[src/design/assert_macros.svh]
// assertion helpers used by the record slot allocator
`ifndef ASSERT_MACROS_SVH
`define ASSERT_MACROS_SVH

// same-cycle implication, disabled while in reset
`define RSA_ASSERT_IMPLY(lbl, ck, rn, ante, cons, msg) \
  lbl: assert property (@(posedge ck) disable iff (!rn) (ante) |-> (cons)) \
    else $error(msg);

// next-cycle implication, disabled while in reset
`define RSA_ASSERT_NEXT(lbl, ck, rn, ante, cons, msg) \
  lbl: assert property (@(posedge ck) disable iff (!rn) (ante) |=> (cons)) \
    else $error(msg);

`endif

[src/design/rsa_pkg.sv]
`default_nettype none

package rsa_pkg;

  // fixed field widths of the request and response channels
  localparam int MODE_W = 2;
  localparam int PAGE_W = 9;
  localparam int SLOT_W = 6;
  localparam int RPP_W  = 7;

  // defaults for the top-level parameters
  localparam int MAX_PAGES_DEF = 256;
  localparam int MAX_SLOTS_DEF = 64;

  // records per page after reset
  localparam logic [RPP_W-1:0] RPP_RESET = 7'd64;

  // request modes; the remaining code is rejected as an invalid id
  typedef enum logic [MODE_W-1:0] {
    MD_INSERT = 2'd0,
    MD_DELETE = 2'd1,
    MD_CHECK  = 2'd2
  } mode_t;

  // response status codes
  typedef enum logic [1:0] {
    ST_OK       = 2'd0,
    ST_BAD_ID   = 2'd1,
    ST_EMPTY    = 2'd2,
    ST_NO_SPACE = 2'd3
  } status_t;

  // sequencer states
  typedef enum logic [1:0] {
    S_IDLE,
    S_EVAL,
    S_PICK,
    S_FIN
  } state_t;

endpackage

`default_nettype wire

[src/design/rsa_slot_find.sv]
`default_nettype none

module rsa_slot_find #(
  parameter int MAX_SLOTS = 64,
  parameter int SIDX_W    = 6,
  parameter int NCNT_W    = 7
) (
  input  wire logic                 clk,
  input  wire logic                 ld,
  input  wire logic [MAX_SLOTS-1:0] bits,
  input  wire logic [NCNT_W-1:0]    n,
  output logic                      found,
  output logic      [SIDX_W-1:0]    slot
);
  import rsa_pkg::*;

  localparam int GRPS = (MAX_SLOTS + 7) / 8;

  logic [GRPS*8-1:0] free_pad;
  logic [GRPS-1:0]   grp_any;
  logic [2:0]        grp_pos [GRPS];
  logic [GRPS-1:0]   grp_any_r;
  logic [2:0]        grp_pos_r [GRPS];

  // free slots below the slot limit, padded to whole bytes
  always_comb begin
    free_pad = '0;
    for (int i = 0; i < MAX_SLOTS; i++) begin
      free_pad[i] = !bits[i] && (NCNT_W'(i) < n);
    end
  end

  // first step: lowest free slot within each byte
  always_comb begin
    for (int g = 0; g < GRPS; g++) begin
      grp_any[g] = |free_pad[g*8 +: 8];
      grp_pos[g] = 3'd0;
      for (int j = 7; j >= 0; j--) begin
        if (free_pad[g*8 + j]) begin
          grp_pos[g] = 3'(j);
        end
      end
    end
  end

  always_ff @(posedge clk) begin
    if (ld) begin
      grp_any_r <= grp_any;
      for (int g = 0; g < GRPS; g++) begin
        grp_pos_r[g] <= grp_pos[g];
      end
    end
  end

  // second step: lowest byte that has a free slot
  always_comb begin
    found = |grp_any_r;
    slot  = '0;
    for (int g = GRPS - 1; g >= 0; g--) begin
      if (grp_any_r[g]) begin
        slot = SIDX_W'(g * 8 + int'(grp_pos_r[g]));
      end
    end
  end

endmodule

`default_nettype wire

[config.mk]
export PLATFORM = sky130hd
export DESIGN_NAME = rsa_slot_find
export DESIGN_NICKNAME = d
export VERILOG_FILES = /design/src/design/assert_macros.svh /design/src/design/rsa_pkg.sv /design/src/design/rsa_slot_find.sv
export SDC_FILE = /design/constraint.sdc
export NUM_CORES = 1
export LEC_CHECK = 0
export ABC_AREA = 1
export BUFFER_PORTS_ARGS = -buffer_cell sky130_fd_sc_hd__buf_2
export CAP_MARGIN = 30
export CORE_MARGIN = 2
export CORE_UTILIZATION = 45
export CTS_CLUSTER_SIZE = 40
export DETAILED_ROUTE_END_ITERATION = 6
export PLACE_DENSITY = 0.68
export SLEW_MARGIN = 20
export SYNTH_ARGS = -nofsm -noshare
export SYNTH_HDL_FRONTEND = slang
export SYNTH_SLANG_ARGS = --single-unit
[constraint.sdc]
create_clock -name clk -period 5.25 [get_ports clk]
set_input_delay 1.3125 -clock clk [delete_from_list [all_inputs] [get_ports clk]]
set_output_delay 1.3125 -clock clk [all_outputs]
set_load 0.005 [all_outputs]
==> reports/results.ini <==
[outcome]
run_status = completed

[worst_setup_path]
path_class = flop to output port
end_kind = output port
worstPathCellList = inv_1 > nand3_1 > nand2_1 > o21ai_0 > nand2_1 > o211ai_1 > nand3_1 > nand2_1 > nand2_1 > buf_2
timing.critical_path.arrival_ns = 1.57
critical-path-max-stage-delay_ns = 0.45
timing.critical_path.slowest_stage_cell = edfxtp_1
cp.required_ns = 3.94
critPathMaxFanout = 5
worst_path_most_repeated_cell = nand2_1
critical_path.startpoint_type = flop

[routing]
dr.first_iter.drc_count = 228
totalWireLength_microns = 7550
antenna_left = 0
drt_pass1_iterations = 5
detailroute.via_count = 2957
routedWlPerCell_microns = 13.7
drc = 0
via_density_per_instance = 5.39

[clocking]
cts_root_buf = clkbuf_8
post_cts_buffers = 0
clock_pin_transition_on_the_worst_setup_and_hold_timing_paths_ns = 0.07
cts_hold_buffers = 0
tritoncts = done
number_of_buffers_on_the_longest_clock_path = 2
numCtsBuffers = 5
post_cts.resized_instances = 0
cts_sinks = 32
htree_num_levels = 2

[job]
max_cap_violations = 0

[hold_path]
worstHoldPathType = primary input to flop
min_path_cells = 3

[floorplan]
core_area_sq_um = 5820
initial_core_utilization = 0.460
die-area_sq_um = 6580
placement_rows = 28
num_io_pins = 80
die_width_microns = 81.1
die-height_microns = 81.1

[logic_synthesis]
synth-compound-area-share = 0.206
synth_mux_area_frac = 0
synthesis.nets = 468
netlist_instances = 395
synth_seq_cells = 32
ys_types = 36
adder_cell_fraction_of_synth_area = 0
post_synth.cell_area_avg_sq_um = 6.77
synthSimpleGateAreaFrac = 0.349
synth_top_family_by_area = simple AND/OR/NAND/NOR gates
ys.warnings.count = 0
ys_seq_area_frac = 0.359
synthesis.area_sq_um = 2680
synth_area_in_xor_xnor = 0

[placement]
place.gp.congestion = 0.972
post-place-ws_ns = 2.24
number_of_buffers_added_on_ports = 79
place.detailed.hpwl_microns = 6170

[timing]
fin_tns_setup_ns = 0
final_period_minus_worst_setup_slack_ns = 2.88
hold-worst-slack_ns = 1.38
hold_viol = 0
max_slew.worst_pin.slew_ns = 0.690
maxSlewHeadroom = 0.540
finalMaxSlewViolations = 0
max_freq_mhz = 347
finish_stage_setup_viols = 0
setup_slack_ns = 2.37
grt_setup_unrepaired = no
fraction_of_the_cycle_the_final_worst_path_needs = 0.549

[global_routing]
antenna_found_initial = 0
first_global_vias = 2535
wire_length_of_the_first_global_routing_pass_microns = 12100
grt.total_usage = 0.239
grt-ovfl-total = 0
grt_start_max_net_pins = 33

[layout]
drive_gt1_frac = 0.224
diodes = 0
nFillCells = 580
layout.nets = 547
flow.area_growth_from_synthesis_pct = 19.3
fin_util = 0.549

[power]
power_density_nw_per_um2 = 212
static-leakage-power_uw = 0.00149
max-vdd-ir-drop_uv = 97.0

-- stage by stage --
stage	total power [uW]	std cells	area, sq um
final	677	549	3190
after detailed placement	510	542	3110
after global placement	508	542	3110
after floorplan	440	395	2680
after global routing	718	549	3190
after CTS	676	549	3190
-- cells in the final DEF (no fill, tap or decap), types with 2 or more instances in the layout --
cell,instances
a21oi_1,26
o21ai_1,9
nand2_2,4
inv_4,2
clkinv_1,2
a211oi_2,2
a211oi_1,2
o21a_1,2
a31oi_1,4
nand3_1,24
nand3b_1,3
edfxtp_1,32
o21ai_0,28
nor3_1,13
a21oi_2,2
nor2_4,2
nor2_1,72
a21boi_1,3
o22ai_1,4
o211ai_1,4
nand4_1,4
nand2_1,85
nor2_2,3
buf_2,79
clkbuf_8,5
o21bai_1,7
inv_2,3
inv_1,41
-- critical path, delay by kind of cell (launching register included) --
kind / cells / cell delay (ns)
DFF: 1 / 0.45
and+or+nand+nor: 6 / 0.44
AOI/OAI and AO/OA: 2 / 0.18
buffers and inverters: 2 / 0.24
-- power breakdown --
part	internal, uW	leakage [uW]	total, uW	switching [uW]
logic	70.2	0.00114	188	117
registers	309	0.000312	320	11.5
clock network	87.3	0.0000391	170	82.2
-- final timing paths --
kind	start	endpoint	slack, ns
max	grp_any_r[6]	slot[1]	2.37
min	bits[8]	grp_pos_r[0][3]	1.38
-- synth_stat cells --
| cell type | count | share of area |
|---|---|---|
| a211oi_1 | 2 | 0.0056 |
| a211oi_2 | 2 | 0.0094 |
| a21boi_1 | 3 | 0.0084 |
| a21oi_1 | 26 | 0.049 |
| a21oi_2 | 2 | 0.0065 |
| a31oi_1 | 4 | 0.0094 |
| and2_1 | 1 | 0.0023 |
| buf_2 | 1 | 0.0019 |
| buf_4 | 2 | 0.0056 |
| buf_6 | 2 | 0.0084 |
| clkbuf_1 | 2 | 0.0028 |
| edfxtp_1 | 32 | 0.36 |
| inv_1 | 41 | 0.058 |
| inv_2 | 3 | 0.0042 |
| inv_4 | 2 | 0.0047 |
| nand2_1 | 85 | 0.12 |
| nand2_2 | 4 | 0.0094 |
| nand2_4 | 1 | 0.0042 |
| nand3_1 | 24 | 0.045 |
| nand3b_1 | 3 | 0.0084 |
| nand4_1 | 4 | 0.0094 |
| nor2_1 | 72 | 0.10 |
| nor2_2 | 3 | 0.0070 |
| nor2_4 | 2 | 0.0084 |
| nor3_1 | 13 | 0.024 |
| nor3_2 | 1 | 0.0037 |
| nor4_1 | 1 | 0.0023 |
| o211ai_1 | 4 | 0.011 |
| o21a_1 | 2 | 0.0056 |
| o21ai_0 | 28 | 0.052 |
| o21ai_1 | 9 | 0.017 |
| o21ai_2 | 1 | 0.0033 |
| o21bai_1 | 7 | 0.020 |
| o22ai_1 | 4 | 0.0094 |
| or2_1 | 1 | 0.0023 |
| or2_2 | 1 | 0.0023 |
-- flip-flops by register name, summed over array words and instances (netlist names) --
name / flops
grp_pos_r: 24
grp_any_r: 8
-- routing by layer --
metal  vias up  share of wire  track usage
li1       1494              -            -
met1      1319           0.47        0.345
met2       133           0.45        0.393
met3        11          0.072       0.0267
met4         0          0.010       0.0441
met5         -              0            0
-- cell type report --
class	instances	area [sq um]	share of cell area
Clock buffer	5	68.8	0.0216
Clock inverter	2	7.51	0.00235
Inverter	46	178	0.0557
Multi-Input combinational cell	310	1490	0.466
Sequential cell	32	961	0.301
Tap cell	75	93.8	0.0294
Timing Repair Buffer	79	395	0.124
-- cells by family after synthesis --
logic type | Yosys count
buffers and inverters | 53
AO/OA/AOI/OAI | 94
AND/OR/NAND/NOR | 216
flip-flops | 32
(Power assumes the default switching activity.)
